File: src/rtl/core/tpos_pkg.sv
// Shared types and constants for the two-pulse, one-saw sound generator.
package tpos_pkg;

  localparam int CNT_W   = 17;
  localparam int PER_W   = 12;
  localparam int PCT_W   = 7;
  localparam int OPND_W  = 5;
  localparam int LEVEL_W = 5;
  localparam int SHIFT_W = 4;
  localparam int DIV_W   = 5;
  localparam int SAMPLE_W = 17;

  // Register pages after masking the address with 0xf003.
  localparam logic [3:0] PAGE_P0  = 4'h9;
  localparam logic [3:0] PAGE_P1  = 4'hA;
  localparam logic [3:0] PAGE_SAW = 4'hB;

  // Low address lines within a page.
  localparam logic [1:0] LO_CTRL   = 2'd0;
  localparam logic [1:0] LO_PER_LO = 2'd1;
  localparam logic [1:0] LO_PER_HI = 2'd2;
  localparam logic [1:0] LO_GLOBAL = 2'd3;

  // Configuration register indexes.
  localparam logic [2:0] CFG_SWAP      = 3'd0;
  localparam logic [2:0] CFG_DIVIDER   = 3'd1;
  localparam logic [2:0] CFG_P0_LEVEL  = 3'd2;
  localparam logic [2:0] CFG_P1_LEVEL  = 3'd3;
  localparam logic [2:0] CFG_SAW_LEVEL = 3'd4;

  localparam logic [DIV_W-1:0] DIVIDER_RESET = 5'd12;
  localparam logic [PCT_W-1:0] PCT_MAX       = 7'd100;

  // Division by 100 as a multiply by 5243 and a shift by 19.
  localparam logic [12:0] DIV100_RECIP = 13'd5243;
  localparam int          DIV100_SHIFT = 19;

  localparam logic [17:0] MIX_GAIN = 18'd166434;

  localparam logic [3:0] SAW_LAST_PHASE = 4'd13;

  typedef struct packed {
    logic [PER_W-1:0]   period;
    logic [SHIFT_W-1:0] shift;
    logic [DIV_W-1:0]   divider;
    logic [PCT_W-1:0]   pct;
    logic [OPND_W-1:0]  operand;
  } calc_req_t;

endpackage

File: src/rtl/core/two_pulse_one_saw_sound_generator.sv
// The shared calc unit serves the three channels in turn, a prep state and an apply state
// for each; then a mix state forms the sum and an output state loads the output register,
// waiting while a held result is stalled. Items are taken only in the idle state.
// A new item is taken while an earlier result still waits in the output register.
// Synchronous active-low reset clears all channel state and restores register defaults.
module two_pulse_one_saw_sound_generator
  import tpos_pkg::*;
(
  input  logic                       clk,
  input  logic                       rst_n,
  input  logic                       cfg_we,
  input  logic [2:0]                 cfg_index,
  input  logic [PCT_W-1:0]           cfg_wdata,
  input  logic                       in_valid,
  output logic                       in_stall,
  input  logic                       in_op,
  input  logic [15:0]                in_bus_address,
  input  logic [7:0]                 in_write_data,
  output logic                       out_valid,
  input  logic                       out_stall,
  output logic signed [SAMPLE_W-1:0] out_mixed_sample
);

  localparam logic [2:0] ST_IDLE  = 3'd0;
  localparam logic [2:0] ST_PREP  = 3'd1;
  localparam logic [2:0] ST_APPLY = 3'd2;
  localparam logic [2:0] ST_MIX   = 3'd3;
  localparam logic [2:0] ST_OUT   = 3'd4;

  localparam logic [1:0] CH_SAW = 2'd2;

  logic [2:0] state_r, state_nxt;
  logic [1:0] ch_r, ch_nxt;

  // Configuration.
  logic             swap_r;
  logic [DIV_W-1:0] div_r;
  logic [PCT_W-1:0] p0_pct_r, p1_pct_r, saw_pct_r;

  // Latched item.
  logic       op_r;
  logic [3:0] page_r;
  logic [1:0] lo_r;
  logic [7:0] data_r;
  logic [1:0] lo_in;

  // Channel state.
  logic [CNT_W-1:0] pulse_cnt_r   [2], pulse_cnt_nxt   [2];
  logic [PER_W-1:0] pulse_per_r   [2], pulse_per_nxt   [2];
  logic [2:0]       pulse_duty_r  [2], pulse_duty_nxt  [2];
  logic [3:0]       pulse_phase_r [2], pulse_phase_nxt [2];
  logic [3:0]       pulse_vol_r   [2], pulse_vol_nxt   [2];
  logic             pulse_const_r [2], pulse_const_nxt [2];
  logic             pulse_en_r    [2], pulse_en_nxt    [2];
  logic [3:0]       pulse_level_r [2], pulse_level_nxt [2];

  logic [CNT_W-1:0]   saw_cnt_r,   saw_cnt_nxt;
  logic [PER_W-1:0]   saw_per_r,   saw_per_nxt;
  logic [5:0]         saw_rate_r,  saw_rate_nxt;
  logic [3:0]         saw_phase_r, saw_phase_nxt;
  logic [7:0]         saw_acc_r,   saw_acc_nxt;
  logic               saw_en_r,    saw_en_nxt;
  logic [LEVEL_W-1:0] saw_level_r, saw_level_nxt;
  logic               halted_r,    halted_nxt;
  logic [SHIFT_W-1:0] shift_r,     shift_nxt;

  logic                out_valid_r, out_valid_nxt;
  logic [SAMPLE_W-1:0] out_sample_r;
  logic [23:0]         mix_r;
  logic [24:0]         mix_round;
  logic [SAMPLE_W-1:0] mix_neg;

  // Shared unit hookup.
  calc_req_t          req;
  logic               calc_en;
  logic [CNT_W-1:0]   reload;
  logic [LEVEL_W-1:0] level_q;

  // Per-channel selection.
  logic               pidx;
  logic               is_saw;
  logic [3:0]         ch_page;
  logic               wr_here;
  logic               do_tick;
  logic [PER_W-1:0]   cur_per;
  logic [PER_W-1:0]   eff_per;
  logic [7:0]         acc_new;
  logic [PCT_W-1:0]   pct_sel;
  logic [PCT_W-1:0]   pct_clamp;
  logic [5:0]         level_sum;
  logic               in_beat;

  assign in_beat  = in_valid && !in_stall;
  assign in_stall = (state_r != ST_IDLE);
  assign lo_in    = swap_r ? {in_bus_address[0], in_bus_address[1]} : in_bus_address[1:0];

  assign pidx    = ch_r[0];
  assign is_saw  = (ch_r == CH_SAW);
  assign ch_page = is_saw ? PAGE_SAW : (pidx ? PAGE_P1 : PAGE_P0);
  assign wr_here = !op_r && (page_r == ch_page);
  assign do_tick = op_r && !halted_r;
  assign cur_per = is_saw ? saw_per_r : pulse_per_r[pidx];
  // An enable write reloads from the period that the same write sets.
  assign eff_per = (wr_here && lo_r == LO_PER_HI) ? {data_r[3:0], cur_per[7:0]} : cur_per;
  assign acc_new = (saw_phase_r == 4'd0) ? 8'd0 : saw_acc_r + {2'b0, saw_rate_r};

  always_comb begin
    case (ch_r)
      2'd0:    pct_sel = p0_pct_r;
      2'd1:    pct_sel = p1_pct_r;
      default: pct_sel = saw_pct_r;
    endcase
  end

  assign pct_clamp = (pct_sel > PCT_MAX) ? PCT_MAX : pct_sel;

  assign req.period  = eff_per;
  assign req.shift   = shift_r;
  assign req.divider = div_r;
  assign req.pct     = pct_clamp;
  assign req.operand = is_saw ? acc_new[7:3] : {1'b0, pulse_vol_r[pidx]};
  assign calc_en     = (state_r == ST_PREP);

  tpos_calc u_calc (
    .clk    (clk),
    .en     (calc_en),
    .req    (req),
    .reload (reload),
    .level  (level_q)
  );

  assign level_sum = {2'b0, pulse_level_r[0]} + {2'b0, pulse_level_r[1]} + {1'b0, saw_level_r};
  assign mix_round = {1'b0, mix_r} + 25'd255;
  assign mix_neg   = SAMPLE_W'(0) - mix_round[24:8];

  always_comb begin
    state_nxt     = state_r;
    ch_nxt        = ch_r;
    out_valid_nxt = out_valid_r;
    for (int i = 0; i < 2; i++) begin
      pulse_cnt_nxt[i]   = pulse_cnt_r[i];
      pulse_per_nxt[i]   = pulse_per_r[i];
      pulse_duty_nxt[i]  = pulse_duty_r[i];
      pulse_phase_nxt[i] = pulse_phase_r[i];
      pulse_vol_nxt[i]   = pulse_vol_r[i];
      pulse_const_nxt[i] = pulse_const_r[i];
      pulse_en_nxt[i]    = pulse_en_r[i];
      pulse_level_nxt[i] = pulse_level_r[i];
    end
    saw_cnt_nxt   = saw_cnt_r;
    saw_per_nxt   = saw_per_r;
    saw_rate_nxt  = saw_rate_r;
    saw_phase_nxt = saw_phase_r;
    saw_acc_nxt   = saw_acc_r;
    saw_en_nxt    = saw_en_r;
    saw_level_nxt = saw_level_r;
    halted_nxt    = halted_r;
    shift_nxt     = shift_r;

    if (out_valid_r && !out_stall) begin
      out_valid_nxt = 1'b0;
    end

    case (state_r)
      ST_IDLE: begin
        if (in_beat) begin
          ch_nxt    = 2'd0;
          state_nxt = ST_PREP;
        end
      end
      ST_PREP: begin
        state_nxt = ST_APPLY;
      end
      ST_APPLY: begin
        if (is_saw) begin
          if (wr_here) begin
            case (lo_r)
              LO_CTRL:   saw_rate_nxt = data_r[5:0];
              LO_PER_LO: saw_per_nxt = {saw_per_r[11:8], data_r};
              LO_PER_HI: begin
                saw_per_nxt = {data_r[3:0], saw_per_r[7:0]};
                saw_en_nxt  = data_r[7];
                if (saw_en_r && !data_r[7]) begin
                  saw_phase_nxt = 4'd0;
                  saw_acc_nxt   = 8'd0;
                  saw_level_nxt = '0;
                end
              end
              default: ;
            endcase
          end else if (do_tick && saw_en_r) begin
            if (saw_cnt_r > CNT_W'(1)) begin
              saw_cnt_nxt = saw_cnt_r - CNT_W'(1);
            end else begin
              saw_cnt_nxt = reload;
              if (!saw_phase_r[0]) begin
                saw_acc_nxt   = acc_new;
                saw_level_nxt = level_q;
              end
              saw_phase_nxt = (saw_phase_r >= SAW_LAST_PHASE) ? 4'd0 : saw_phase_r + 4'd1;
            end
          end
          state_nxt = ST_MIX;
        end else begin
          if (wr_here) begin
            case (lo_r)
              LO_CTRL: begin
                pulse_vol_nxt[pidx]   = data_r[3:0];
                pulse_duty_nxt[pidx]  = data_r[6:4];
                pulse_const_nxt[pidx] = data_r[7];
              end
              LO_PER_LO: pulse_per_nxt[pidx] = {pulse_per_r[pidx][11:8], data_r};
              LO_PER_HI: begin
                pulse_per_nxt[pidx] = {data_r[3:0], pulse_per_r[pidx][7:0]};
                pulse_en_nxt[pidx]  = data_r[7];
                if (pulse_en_r[pidx] != data_r[7]) begin
                  if (data_r[7]) begin
                    pulse_cnt_nxt[pidx] = reload;
                  end else begin
                    pulse_phase_nxt[pidx] = 4'd15;
                    pulse_level_nxt[pidx] = 4'd0;
                  end
                end
              end
              default: ;
            endcase
          end else if (do_tick && pulse_en_r[pidx]) begin
            if (pulse_cnt_r[pidx] > CNT_W'(1)) begin
              pulse_cnt_nxt[pidx] = pulse_cnt_r[pidx] - CNT_W'(1);
            end else begin
              pulse_cnt_nxt[pidx] = reload;
              if (pulse_const_r[pidx] || ({1'b0, pulse_duty_r[pidx]} >= pulse_phase_r[pidx]))
              begin
                pulse_level_nxt[pidx] = level_q[3:0];
              end else begin
                pulse_level_nxt[pidx] = 4'd0;
              end
              pulse_phase_nxt[pidx] = pulse_phase_r[pidx] - 4'd1;
            end
          end
          ch_nxt    = ch_r + 2'd1;
          state_nxt = ST_PREP;
        end
      end
      ST_MIX: begin
        // The global register only touches halt and shift, which the channels read earlier.
        if (!op_r && page_r == PAGE_P0 && lo_r == LO_GLOBAL) begin
          halted_nxt = data_r[0];
          shift_nxt  = (data_r[2:1] == 2'd3) ? 4'd8 : {data_r[2:1], 2'b00};
        end
        state_nxt = ST_OUT;
      end
      ST_OUT: begin
        if (!out_valid_r || !out_stall) begin
          out_valid_nxt = 1'b1;
          state_nxt     = ST_IDLE;
        end
      end
      default: state_nxt = ST_IDLE;
    endcase
  end

  always_ff @(posedge clk) begin
    if (!rst_n) begin
      state_r     <= ST_IDLE;
      ch_r        <= 2'd0;
      out_valid_r <= 1'b0;
      swap_r      <= 1'b0;
      div_r       <= DIVIDER_RESET;
      p0_pct_r    <= PCT_MAX;
      p1_pct_r    <= PCT_MAX;
      saw_pct_r   <= PCT_MAX;
      for (int i = 0; i < 2; i++) begin
        pulse_cnt_r[i]   <= '0;
        pulse_per_r[i]   <= '0;
        pulse_duty_r[i]  <= '0;
        pulse_phase_r[i] <= '0;
        pulse_vol_r[i]   <= '0;
        pulse_const_r[i] <= 1'b0;
        pulse_en_r[i]    <= 1'b0;
        pulse_level_r[i] <= '0;
      end
      saw_cnt_r   <= '0;
      saw_per_r   <= '0;
      saw_rate_r  <= '0;
      saw_phase_r <= '0;
      saw_acc_r   <= '0;
      saw_en_r    <= 1'b0;
      saw_level_r <= '0;
      halted_r    <= 1'b0;
      shift_r     <= '0;
    end else begin
      state_r     <= state_nxt;
      ch_r        <= ch_nxt;
      out_valid_r <= out_valid_nxt;
      if (cfg_we) begin
        case (cfg_index)
          CFG_SWAP:      swap_r    <= cfg_wdata[0];
          CFG_DIVIDER:   div_r     <= cfg_wdata[DIV_W-1:0];
          CFG_P0_LEVEL:  p0_pct_r  <= cfg_wdata;
          CFG_P1_LEVEL:  p1_pct_r  <= cfg_wdata;
          CFG_SAW_LEVEL: saw_pct_r <= cfg_wdata;
          default: ;
        endcase
      end
      for (int i = 0; i < 2; i++) begin
        pulse_cnt_r[i]   <= pulse_cnt_nxt[i];
        pulse_per_r[i]   <= pulse_per_nxt[i];
        pulse_duty_r[i]  <= pulse_duty_nxt[i];
        pulse_phase_r[i] <= pulse_phase_nxt[i];
        pulse_vol_r[i]   <= pulse_vol_nxt[i];
        pulse_const_r[i] <= pulse_const_nxt[i];
        pulse_en_r[i]    <= pulse_en_nxt[i];
        pulse_level_r[i] <= pulse_level_nxt[i];
      end
      saw_cnt_r   <= saw_cnt_nxt;
      saw_per_r   <= saw_per_nxt;
      saw_rate_r  <= saw_rate_nxt;
      saw_phase_r <= saw_phase_nxt;
      saw_acc_r   <= saw_acc_nxt;
      saw_en_r    <= saw_en_nxt;
      saw_level_r <= saw_level_nxt;
      halted_r    <= halted_nxt;
      shift_r     <= shift_nxt;
    end
  end

  // Payload registers.
  always_ff @(posedge clk) begin
    if (in_beat) begin
      op_r   <= in_op;
      page_r <= in_bus_address[15:12];
      lo_r   <= lo_in;
      data_r <= in_write_data;
    end
    if (state_r == ST_MIX) begin
      mix_r <= {18'b0, level_sum} * {6'b0, MIX_GAIN};
    end
    if (state_r == ST_OUT && (!out_valid_r || !out_stall)) begin
      out_sample_r <= mix_neg;
    end
  end

  assign out_valid        = out_valid_r;
  assign out_mixed_sample = out_sample_r;

`ifndef SYNTHESIS
  a_out_from_out_state: assert property (@(posedge clk) disable iff (!rst_n)
    $rose(out_valid_r) |-> $past(state_r) == ST_OUT)
    else $error("result beat raised outside the output state");

  a_pulse0_quiet: assert property (@(posedge clk) disable iff (!rst_n)
    !pulse_en_r[0] |-> pulse_level_r[0] == 4'd0)
    else $error("disabled first pulse channel holds a level");

  a_pulse1_quiet: assert property (@(posedge clk) disable iff (!rst_n)
    !pulse_en_r[1] |-> pulse_level_r[1] == 4'd0)
    else $error("disabled second pulse channel holds a level");

  a_saw_quiet: assert property (@(posedge clk) disable iff (!rst_n)
    !saw_en_r |-> (saw_level_r == '0 && saw_acc_r == 8'd0 && saw_phase_r == 4'd0))
    else $error("disabled saw channel holds state");
`endif

endmodule

File: src/rtl/core/tpos_calc.sv
// Shared arithmetic unit: reload count and percent-scaled channel level.
module tpos_calc
  import tpos_pkg::*;
(
  input  logic               clk,
  input  logic               en,
  input  calc_req_t          req,
  output logic [CNT_W-1:0]   reload,
  output logic [LEVEL_W-1:0] level
);

  logic [PER_W:0]   base;
  logic [17:0]      reload_full;
  logic [11:0]      scaled;
  logic [CNT_W-1:0] reload_r;
  logic [11:0]      prod_r;
  logic [24:0]      quot;

  assign base        = (PER_W+1)'(req.period >> req.shift) + (PER_W+1)'(1);
  assign reload_full = {5'b0, base} * {13'b0, req.divider};
  assign scaled      = {5'b0, req.pct} * {7'b0, req.operand};

  // Registered step: reload and the product before division.
  always_ff @(posedge clk) begin
    if (en) begin
      reload_r <= reload_full[CNT_W-1:0];
      prod_r   <= scaled;
    end
  end

  // Combinational step after the register: divide the registered product by 100.
  assign quot   = {13'b0, prod_r} * {12'b0, DIV100_RECIP};
  assign reload = reload_r;
  assign level  = quot[DIV100_SHIFT+LEVEL_W-1:DIV100_SHIFT];

endmodule

File: config.mk
export PLATFORM = sky130hd
export DESIGN_NAME = two_pulse_one_saw_sound_generator
export DESIGN_NICKNAME = d
export VERILOG_FILES = /design/src/rtl/core/tpos_pkg.sv /design/src/rtl/core/two_pulse_one_saw_sound_generator.sv /design/src/rtl/core/tpos_calc.sv
export SDC_FILE = /design/constraint.sdc
export NUM_CORES = 1
export LEC_CHECK = 0
export BUFFER_PORTS_ARGS = -buffer_cell sky130_fd_sc_hd__buf_2
export CAP_MARGIN = 15
export CORE_ASPECT_RATIO = 0.6
export CORE_UTILIZATION = 35
export CTS_CLUSTER_SIZE = 24
export DETAILED_ROUTE_END_ITERATION = 8
export HOLD_SLACK_MARGIN = 0.05
export PLACE_DENSITY = 0.56
export SLEW_MARGIN = 25
export SYNTH_ARGS = -nofsm -noshare
export SYNTH_HDL_FRONTEND = slang
export SYNTH_SLANG_ARGS = --single-unit
File: constraint.sdc
create_clock -name clk -period 7.31 [get_ports clk]
set_input_delay 1.462 -clock clk [delete_from_list [all_inputs] [get_ports clk]]
set_output_delay 1.462 -clock clk [all_outputs]
set_load 0.005 [all_outputs]
Word level (Yosys, flattened, before mapping)
Memories as Yosys holds them, arrays and structs flattened. A register that Yosys moved wholly into a read port is not among the register bits.
Index checks and enable logic that the tools add are counted.
W data, S select, Z words.
{ "classes": {"addsub": 11, "multipliers": 4, "n_lt_le_gt_ge": 7, "n_eq_ne": 24, "shift": 1, "n_mux": 137, "n_bitwise": 23, "reduce_logical": 43} }
{ "op_table": {"columns": ["op", "count"], "rows": [
  ["$mux W34", 8],
  ["$mux W8", 28],
  ["$mux W24", 3],
  ["$bwmux W34", 2],
  ["$mux W17", 4],
  ["$mux W12", 5],
  ["$mux W4", 14],
  ["$bwmux W24", 2],
  ["$pmux W24 S2", 1],
  ["$mux W5", 7],
  ["$gt A17 B1 Y1 const B", 2],
  ["$sub A17 B1 Y17 const B", 2],
  ["$mux W2", 14],
  ["$add A24 B8 Y25 const B", 1],
  ["$bwmux W8", 3],
  ["$mul A12 B13 Y24 const B", 1],
  ["$mux W1", 24],
  ["$mux W6", 4],
  ["$pmux W12 S2", 1],
  ["$mul A6 B17 Y23 const B", 1],
  ["$demux W17 S1", 1],
  ["$mul A13 B5 Y17", 1],
  ["$sub A1 B17 Y17 const A", 1],
  ["$or A1 B1 Y1", 16],
  ["other kinds (54)", 104]
]} }
{ "totals": {"ff_bits": 175, "ram_bits": 92, "input_bits": 40, "output_inout_bits": 19, "word_cells": 284, "memories": 8} }
{ "mem_list": {"columns": ["name", "words", "width", "read_ports", "rd_ports_with_merged_regs", "write_ports", "line_no", "rtl"], "rows": [
  ["pulse_cnt_r", 2, 17, 3, 1, 2, "two_pulse_one_saw_sound_generator.sv:48", "logic [CNT_W-1:0] pulse_cnt_r [2], pulse_cnt_nxt [2];"],
  ["pulse_per_r", 2, 12, 3, 1, 2, "two_pulse_one_saw_sound_generator.sv:49", "logic [PER_W-1:0] pulse_per_r [2], pulse_per_nxt [2];"],
  ["pulse_level_r", 2, 4, 2, 0, 2, "two_pulse_one_saw_sound_generator.sv:55", "logic [3:0] pulse_level_r [2], pulse_level_nxt [2];"],
  ["pulse_phase_r", 2, 4, 3, 1, 2, "two_pulse_one_saw_sound_generator.sv:51", "logic [3:0] pulse_phase_r [2], pulse_phase_nxt [2];"],
  ["pulse_vol_r", 2, 4, 3, 1, 2, "two_pulse_one_saw_sound_generator.sv:52", "logic [3:0] pulse_vol_r [2], pulse_vol_nxt [2];"],
  ["pulse_duty_r", 2, 3, 3, 1, 2, "two_pulse_one_saw_sound_generator.sv:50", "logic [2:0] pulse_duty_r [2], pulse_duty_nxt [2];"],
  ["2 more memories", null, null, null, null, null, null, null]
]} }

Depth between registers and ports, before layout
Gate-level depths: netlist of run 1.
{ "logic_depth": {"ltp_word": 14, "ltp_mapped": 31, "mapped_depth_nobuf": 29} }

Modules after synthesis
Synthesis of run 1 repeated with hierarchy kept, for this count alone.
{ "unflattened": {"hier_cells": 2099, "area_unflattened_um2": 19811.5} }
{ "modules_own_cells": {"columns": ["module", "instances", "cells_each", "area_per_inst_um2", "seq_area_each_um2"], "rows": [
  ["two_pulse_one_saw_sound_generator", 1, 1380, 12658.4, 5295.1],
  ["tpos_calc", 1, 719, 7153.1, 870.8]
]} }

Worst setup path after synthesis of run 1
OpenSTA, ideal clock, no wires.
{ "synth_timing": {"kind": "register to register", "startpoint": "register ch_r[0]", "endpoint": "register u_calc.reload_r[16] (netlist: u_calc.reload[16]), data pin", "setup_ns": 0.260, "arrival_ns": 6.417, "t_required_ns": 7.050, "setup_slack_ns": 0.633, "stages_incl_launch_ff": 29, "path_buffers": 2, "synth_period_minus_slack_ns": 6.677, "path_cell_list": "dfxtp_1 > clkbuf_1 > inv_1 > ha_1 > buf_2 > xor2_1 > nand3_1 > nor2_2 > mux2_2 > nand2_1 > nand2_1 > o21ai_0 > inv_1 > ha_1 > nand3_1 > xor2_1 > nand2b_1 > fa_1 > fa_1 > inv_1 > fa_1 > ha_1 > or2_2 > a21oi_1 > a21oi_1 > a41o_1 > o41ai_1 > o21ai_0 > xnor2_1"} }
{ "synth_via": {"elab_chain_len": 9, "word_cells_on_any_way": 11, "classes_between": "add/sub: 1; mul: 1; eq/ne: 2; shift: 1; mux: 4; reduce/logical: 2"} }
{ "synth_lines": {"columns": ["item", "line_no", "rtl"], "rows": [
  ["start: declaration", "two_pulse_one_saw_sound_generator.sv:33", "logic [1:0] ch_r, ch_nxt;"],
  ["start signal: assignment", "two_pulse_one_saw_sound_generator.sv:294", "ch_r <= ch_nxt;"],
  ["$eq A2 B2 Y1 / $mux W2 (equally long branches)", "two_pulse_one_saw_sound_generator.sv:98, two_pulse_one_saw_sound_generator.sv:99", null],
  ["$mux W2", "two_pulse_one_saw_sound_generator.sv:99", "assign ch_page = is_saw ? PAGE_SAW : (pidx ? PAGE_P1 : PAGE_P0);"],
  ["$eq A4 B4 Y1", "two_pulse_one_saw_sound_generator.sv:100", "assign wr_here = !op_r && (page_r == ch_page);"],
  ["$logic_and A1 B1 Y1", "two_pulse_one_saw_sound_generator.sv:100", null],
  ["$logic_and A1 B1 Y1", "two_pulse_one_saw_sound_generator.sv:104", "assign eff_per = (wr_here && lo_r == LO_PER_HI) ? {data_r[3:0], cur_per[7:0]} : cur_per;"],
  ["$mux W12 (*)", "two_pulse_one_saw_sound_generator.sv:104", null],
  ["$shr A12 B4 Y13 (*)", "tpos_calc.sv:19", "assign base = (PER_W+1)'(req.period >> req.shift) + (PER_W+1)'(1);"],
  ["$add A13 B1 Y13 (*)", "tpos_calc.sv:19", null],
  ["$mul A13 B5 Y17 (*)", "tpos_calc.sv:20", "assign reload_full = {5'b0, base} * {13'b0, req.divider};"],
  ["via u_calc.reload_full[16]", "tpos_calc.sv:13", "logic [17:0] reload_full;"],
  ["end signal: assignment", "tpos_calc.sv:26", "reload_r <= reload_full[CNT_W-1:0];"],
  ["end: declaration", "tpos_calc.sv:15", "logic [CNT_W-1:0] reload_r;"]
]} }
Mark *: on every way through the listed nets, which the timed path passes. The rest lies on a longest branch.
A chain may end at the register's enable or synchronous reset.

Final worst setup path of run 1
Same ends and word-level chain as after synthesis.

==> results.md, run 1 <==
* Final Max Slew Viols at 0
* Die H at about 180 um
* Sequential area share after synthesis at 32.39%
* Layout area overhead at 10.23%
* Remaining DRCs at 0
* Routed WL per cell at ~16 um
* Root buf cell: clkbuf_16
* Clock Latency Late Sink at 570 ps
* CP Max Fanout at 6
* First-pass GRT wire length at about 74000 um
* Setup Viol. Count Final at 0
* Largest cells by area after synthesis: dfxtp_1, edfxtp_1, ha_1, fa_1, mux2i_1
* Pwr dens at about 180 mW/mm2
* CP required at approximately 7600 ps
* Initial Utilization at between 30 and 40%
* Die Wd at around 300 um
* Worst hold slack at between 400 and 500 ps
* Pre-CTS WS at about 400 ps
* Cts bufs inserted at 28
* Initial antenna violation count at 2
* Antenna viol nets, final at 0
* Fillers at between 5000 and 6000
* Mapped Cells at around 2000
* Tightest Pin Transition at 980.4 ps
* FFs w/ async S/R, synth at 0%
* DR vias at between 10000 and 15000
* Yosys top cell by area: dfxtp_1
* Total track usage at 16.49%
* Port Buffers at 48
* Clock transition at path regs at around 70 ps
* Family with the most delay on the worst path: adder cells
* Synthesis-stage register bit count at ~270
* Setup TNS at 0 ps
* Peak supply drop at around 0.17 mV
* Max Clock Skew at around 12 ps
* Mapped Area at about 0.019 mm2
* CP max-delay cell: fa_1
* R2R setup slack at around 570 ps
* Worst setup path class: reg -> reg
* Most instantiated library cell after synthesis: nand2_1
* Post-Syn Nets at 2354
* Global placer's final weighted congestion at approximately 0.86
* Critical path capture point type: flip-flop
* Final HPWL from detailed placement at ~35000 um
* Final non-filler cell area at between 0.02 and 0.025 mm2
* Share of the synthesized area in the top cell type at between 10% and 20%
* Ports at just under 60
* CTS sink count at about 270
* Largest net degree at the start of global routing at ~90
* Bufs and invs on worst path at 3
* Vias per std cell at between 5 and 6
* Number of synthesized flops with an enable pin at between 80 and 90
* Yosys Warn Count at 0
* Final wirelength at 44930 um
* Most instantiated cells after synthesis: nand2_1, dfxtp_1, ha_1
* Setup WS post-layout at between 500 and 600 ps
* Core area at roughly 0.053 mm2
* LEAKAGE at 9.115 nW
* 1st-iter DRT viols at 1048
* Fin. Hold Viols at 0
* Htree depth at 1
* Filler-free cell count of the finished design at roughly 2800
* Distinct cells, synth at 74
* Max incr delay on CP at around 540 ps
* Total gr overflow at 0
* RSZ-0062 raised after global routing: false
* Postcts setup bufs at 0
* Drt pass-1 iters at 5
* Clk buf depth at 3
* Maximum clock rate at between 100 and 150 MHz
* Util after Layout at about two fifths
* Vias in the first global route at about 14000
* Slew margin rel. at 34.64%
* Mapped Avg Cell Area at between 9 and 10 um2
* Rows at 65
* Max cap viols at 0
* Overall power at 3.794 mW
* Min Clock Period, post-route at 6736 ps
* Placed cell area at between 0.02 and 0.025 mm2
* Synth Flop Type: dfxtp_1
* CTS tree: done
* Layout cells sized above 1 at a little under a tenth
* Hold Path Class: reg -> reg
* Placed cell count at between 2000 and 3000
* Final worst path period share at about 92%
* Fin nets at roughly 2400
* Status: complete, no violations
* Die area at around 0.055 mm2
* Startpoint Class: flip-flop
* Crit path DAT at roughly 7000 ps
## registers in the layout (all words and copies together) (netlist names), 12 cells and up, named ones only
| register | count |
|---|---|
| mix_r | 23 |
| out_mixed_sample | 17 |
| pulse_cnt_r | 34 |
| pulse_per_r | 24 |
| saw_cnt_r | 17 |
| saw_per_r | 12 |
| u_calc.prod_r | 12 |
| u_calc.reload | 17 |
## cell type report
class / instances / area (um2) / area share (%)
sequential: 266 / 6167 / 29.39
multi-input combinational: 1513 / 11930 / 56.87
antenna: 2 / 5.005 / 0.02385
clock inverter: 10 / 108.9 / 0.5188
timing repair buffer: 74 / 435.4 / 2.075
inverter: 163 / 618.1 / 2.946
tap: 703 / 879.6 / 4.192
clock buffer: 42 / 835.8 / 3.983
## tightest hold or removal path, cell delays in order, from the launching register on
cell and delay, ps:
dfxtp_1 310, nand2_1 50, a21oi_1 50
## cell usage in the layout, fill, tap and decap left out, types with 39 or more instances in the layout
cell type  instances
nor3_1            39
nor2_1           171
dfxtp_1          181
xnor2_1           67
and2_1            41
buf_2             48
nand3_1           61
mux2i_1           94
nand2_1          196
inv_1            160
ha_1             179
edfxtp_1          84
o21ai_0           55
a211oi_1          42
a21oi_1          129
fa_1             100
## repair_timing
item / in CTS / in global routing
endpoints found under the setup margin: 0 / 1
hold buffers: 0 / 0
resized for setup: 0 / 5
## per-layer routing
layer	up-vias	GRT usage [%]	wire length, um
li1	7098	-	-
met1	6849	25.38	23560
met2	245	23.72	18370
met3	59	2.405	1903
met4	0	4.241	1096
met5	-	0	0
## kinds of logic (layout without fill, tap and decap cells)
kind of cell / Yosys count / in the layout / synth area share, %
flops: 266 / 266 / 32.39
buf+inv: 256 / 289 / 5.232
xor+xnor: 103 / 103 / 4.779
other cells: 0 / 2 / 0
simple gates: 651 / 651 / 16.30
fa+ha+maj: 279 / 279 / 22.28
mux: 132 / 132 / 7.368
compound gates: 348 / 348 / 11.65
## report_power, final
part,total [mW],leakage [nW],switching (mW),internal (mW)
logic,0.743,6.41,0.428,0.314
registers,1.57,2.24,0.0293,1.54
clock network,1.48,0.473,0.621,0.861
total,3.79,9.12,1.08,2.72
## final timing paths
path	start	to	depth (start not counted)
worst max-delay path	ch_r[0]	u_calc.reload[16]	26
worst min-delay path	pulse_vol_r[1][1]	pulse_vol_r[1][1]	2
worst max register to register	ch_r[0]	u_calc.reload[16]	26
worst min register to register	pulse_vol_r[1][1]	pulse_vol_r[1][1]	2
Note: power is estimated with default switching activity, not from simulation.
==> inputs of run 2 (changes only) <==
Settings changed: REMOVE_ABC_BUFFERS from default to 1.
==> results.md, run 2 (synthesis results as in run 1) <==
* Setup TNS at 0 ps
* Fin nets at approximately 2400
* Maximum clock rate at around 150 MHz
* Total gr overflow at 0
* Cts bufs inserted at 27
* CP max-delay cell: fa_1
* CP required at around 7600 ps
* Tightest Pin Transition at 979.3 ps
* Port Buffers at 48
* Htree depth at 1
* Final wirelength at around 45000 um
* Peak supply drop at roughly 0.15 mV
* Total track usage at about 17%
* GRT met1 Usage at roughly 26%
* Slew margin rel. at between 30% and 40%
* Remaining DRCs at 0
* Fin. Hold Viols at 0
* Core area at roughly 0.053 mm2
* Postcts setup bufs at 0
* Antenna viol nets, final at 0
* Vias in the first global route at about 14000
* Root buf cell: clkbuf_16
* Pre-CTS WS at ~440 ps
* Pwr dens at 181.1 mW/mm2
* Final HPWL from detailed placement at 35020 um
* Max cap viols at 0
* Commonest non-fill, non-tap cells in the layout: nand2_1, dfxtp_1, ha_1
* Startpoint Class: flip-flop
* Util after Layout at roughly two fifths
* Status: complete, no violations
* Ports at 59
* LEAKAGE at approximately 9.1 nW
* Layout cells sized above 1 at ~9%
* Fillers at roughly 5200
* Largest net degree at the start of global routing at just over 90
* Die Wd at roughly 300 um
* Reg with most FFs: pulse_cnt_r
* Register area at ~0.006 mm2
* Most Crowded Layer GR: met1
* Worst setup path class: reg -> reg
* Routed WL per cell at about 16 um
* Clock transition at path regs at 70 ps
* First-pass GRT wire length at 74430 um
* Max incr delay on CP at between 500 and 600 ps
* CTS sink count at about 270
* RSZ-0062 raised after global routing: false
* M2 GR Usage at around 24%
* Commonest non-fill, non-tap cell in the layout: nand2_1
* Initial Utilization at between 30 and 40%
* Min Clock Period, post-route at just under 7000 ps
* Setup WS post-layout at 520.7 ps
* CTS tree: done
* Multi-input logic area at about 0.012 mm2
* Final Max Slew Viols at 0
* Max FFs per register at 34
* Drt pass-1 iters at 5
* CP Max Fanout at 6
* Max Clock Skew at ~22 ps
* Critical path capture point type: flip-flop
* Final worst path period share at between 90 and 100%
* 1st-iter DRT viols at a little under 1000
* Hold Path Class: reg -> reg
* DR vias at around 14000
* Vias per std cell at just over 5
* Rows at 65
* Clock Latency Late Sink at a little under 600 ps
* Setup Viol. Count Final at 0
* Layout area overhead at 10.26%
* Initial antenna violation count at 3
* Biggest regs: pulse_cnt_r x34, pulse_per_r x24, mix_r x23
* Die area at 0.05536 mm2
* Grt met3 use at around 2.6%
* Clk buf depth at 3
* Global placer's final weighted congestion at just under 0.9
* Crit path DAT at between 7000 and 8000 ps
* Die H at 182.6 um
run 2: per-layer routing:
metal  vias to the layer above  wire length (um)  share of wire [%]
li1                       7090                 -                  -
met1                      7023             24220                 53
met2                       249             18730                 41
met3                        31              1937                4.3
met4                         0               466                1.0
met5                         -                 0                  0
run 2: final cells by class:
cell class                      instances  share of cell area (%)
Multi-Input combinational cell       1513                   56.82
Sequential cell                       266                   29.38
Tap cell                              703                   4.191
Clock buffer                           41                   3.803
Inverter                              163                   2.927
Timing Repair Buffer                   76                   2.146
Clock inverter                          9                  0.6915
Antenna cell                            3                 0.03577
run 2: final timing paths:
path,start,to,slack [ps],cells after the start
min,pulse_duty_r[1][0],pulse_duty_r[1][0],450,2
max reg2reg,ch_r[0],u_calc.reload[16],520,29
max,ch_r[0],u_calc.reload[16],520,29
min reg2reg,pulse_duty_r[1][0],pulse_duty_r[1][0],450,2
run 2: through the flow:
step | cell area, um2 | instances | total power [mW] | hold slack (ps)
floorplan | 18650 | 1942 | 2.130 | 429.1
global placement | 20010 | 2721 | 2.316 | 438.3
detailed placement | 20010 | 2721 | 2.342 | 446.2
CTS | 20950 | 2771 | 3.839 | 455.9
global route | 20990 | 2773 | 3.993 | 472.7
finish | 20990 | 2774 | 3.800 | 454.2
run 2: what timing repair did:
item,in CTS,in global routing
resized for setup,0,3
endpoints found under the setup margin,0,1
hold buffers,0,0
run 2: power breakdown:
part / total, mW / switching (mW) / internal (mW)
clock network: 1.49 / 0.623 / 0.865
registers: 1.57 / 0.0305 / 1.54
logic: 0.741 / 0.429 / 0.312
run 2: worst max-delay path, delay by kind of cell (launching register included):
family / cells / cell delay [ps]
buffers and inverters: 4 / 390
AND/OR/NAND/NOR: 10 / 1330
AO/OA/AOI/OAI: 5 / 1100
XOR/XNOR: 3 / 850
multiplexers: 1 / 190
adder cells (fa/ha/maj): 6 / 2340
flip-flops: 1 / 320
==> inputs of run 3 (changes only) <==
Settings changed: CELL_PAD_IN_SITES_DETAIL_PLACEMENT from default to 0, CELL_PAD_IN_SITES_GLOBAL_PLACEMENT from default to 1, CORE_MARGIN from default to 10, PLACE_DENSITY 0.56 to 0.66.
==> results.md, run 3 (synthesis results as in run 1) <==
* Commonest non-fill, non-tap cells in the layout: nand2_1, dfxtp_1, ha_1
* Setup crit start: ch_r[0]
* Largest net degree at the start of global routing at roughly 90
* Final Max Slew Viols at 0
* Ports at 59
* Status: complete, no violations
* Die H at ~200 um
* Pwr dens at 181.5 mW/mm2
* Clock transition at path regs at 70 ps
* Commonest non-fill, non-tap cell in the layout: nand2_1
* Clk buf depth at 3
* Maximum clock rate at 150.0 MHz
* Remaining DRCs at 0
* Max Clock Skew at 10.74 ps
* DR vias at ~14000
* Placed cell area at approximately 0.020 mm2
* Fin nets at ~2400
* Max cap viols at 0
* Max incr delay on CP at 540 ps
* 1st-iter DRT viols at between 1000 and 1500
* Final wirelength at 48130 um
* Setup Viol. Count Final at 0
* Global placer's final weighted congestion at 0.8256
* Root buf cell: clkbuf_16
* Final worst path period share at a little over 90%
* Startpoint Class: flip-flop
* Slew margin rel. at 31.13%
* Hold Path Class: reg -> reg
* Min Clock Period, post-route at ~6700 ps
* Tightest Pin Transition at about 1000 ps
* Die area at 0.06442 mm2
* Initial Utilization at about a third
* First-pass GRT wire length at just under 80000 um
* CTS tree: done
* Initial antenna violation count at 2
* Peak supply drop at 0.1710 mV
* Final non-filler cell area at approximately 0.021 mm2
* Hold buffer count at cts at 0
* Total track usage at approximately 15%
* Biggest regs: pulse_cnt_r x34, pulse_per_r x24, mix_r x23
* Layout cells sized above 1 at under 10%
* Fin. Hold Viols at 0
* CP max-delay cell: fa_1
* Rows at between 60 and 70
* Vias in the first global route at 14167
* Layout area overhead at 10.49%
* Cts bufs inserted at 27
* RR Startpoint: ch_r[0]
* Final HPWL from detailed placement at approximately 37000 um
* Vias per std cell at roughly 5.2
* Worst setup path class: reg -> reg
* Core area at 0.05401 mm2
* Crit path DAT at 6960 ps
* Htree depth at 1
* CP required at 7610 ps
* Drt pass-1 iters at 5
* Clock Latency Late Sink at about 550 ps
* Setup TNS at 0 ps
* Reg with most FFs: pulse_cnt_r
* Critical path capture point type: flip-flop
* RSZ-0062 raised after global routing: false
* CTS sink count at around 270
* Port Buffers at 48
* CP Max Fanout at 6
* Max FFs per register at 34
* Hold Crit Start: saw_pct_r[3]
* Antenna viol nets, final at 0
* Routed WL per cell at roughly 17 um
* Total gr overflow at 0
* LEAKAGE at 9.121 nW
* Die Wd at roughly 320 um
==> run 3: cell count changes in the layout (fill, tap and decap cells not counted), sizes merged <==
cell,change
buf,+3
clkinvlp,+3
clkbuf,-13
diode,-2
bufinv,+2
clkinv,+7
==> run 3: layer usage <==
metal / vias to the layer above / wire [um] / GRT usage, %
li1: 7086 / - / -
met1: 7000 / 26410 / 23.70
met2: 268 / 18440 / 20.05
met3: 50 / 2532 / 2.456
met4: 2 / 725 / 2.453
met5: - / 14 / 0
==> run 3: layout make-up <==
class / instances / area, um2
diodes: 1 / 2.502
clock buffers: 28 / 689.4
clock inverters: 21 / 242.7
fillers: 5369 / 32970
inverters: 163 / 614.3
multi-input cells: 1513 / 11930
flip-flops and latches: 266 / 6167
well taps: 714 / 893.4
repair buffers: 79 / 493.0
==> run 3: final timing paths <==
| check | to | slack, ps | cells past startpoint |
|---|---|---|---|
| max | u_calc.reload[16] | 640 | 29 |
| min | saw_pct_r[3] | 450 | 2 |
| max reg2reg | u_calc.reload[16] | 640 | 29 |
| min reg2reg | saw_pct_r[3] | 450 | 2 |
==> run 3: worst max-delay path, delay by kind of cell, from the launching register on <==
| kind | cells | cell delay (ps) |
|---|---|---|
| AOI/OAI and AO/OA | 5 | 1090 |
| xor gates and xnor gates | 3 | 730 |
| adders and majority gates | 6 | 2360 |
| buffers and inverters | 4 | 380 |
| DFF | 1 | 310 |
| muxes | 1 | 190 |
| and+or+nand+nor | 10 | 1340 |
==> run 3: per-stage QoR <==
stage	util, %	cells	setup WS (ps)	power [mW]	hold WS [ps]
2_1_floorplan	-	1942	297.2	2.130	429.1
3_3_place_gp	37.10	2734	539.3	2.335	438.4
3_5_place_dp	37.11	2734	477.9	2.354	446.4
4_1_cts	38.83	2783	445.9	3.862	455.6
5_1_grt	38.94	2784	106.0	4.028	471.6
6_report	38.94	2785	641.7	3.817	454.1
==> run 3: timing repair <==
item | CTS | global route
setup buffers | 0 | 0
endpoints found under the setup margin | 0 | 1
gates resized for setup | 0 | 4
==> run 3: where the power goes <==
group | internal (mW) | total [mW] | switching (mW)
clock network | 0.864 | 1.49 | 0.625
logic | 0.317 | 0.756 | 0.439
registers | 1.54 | 1.57 | 0.0320
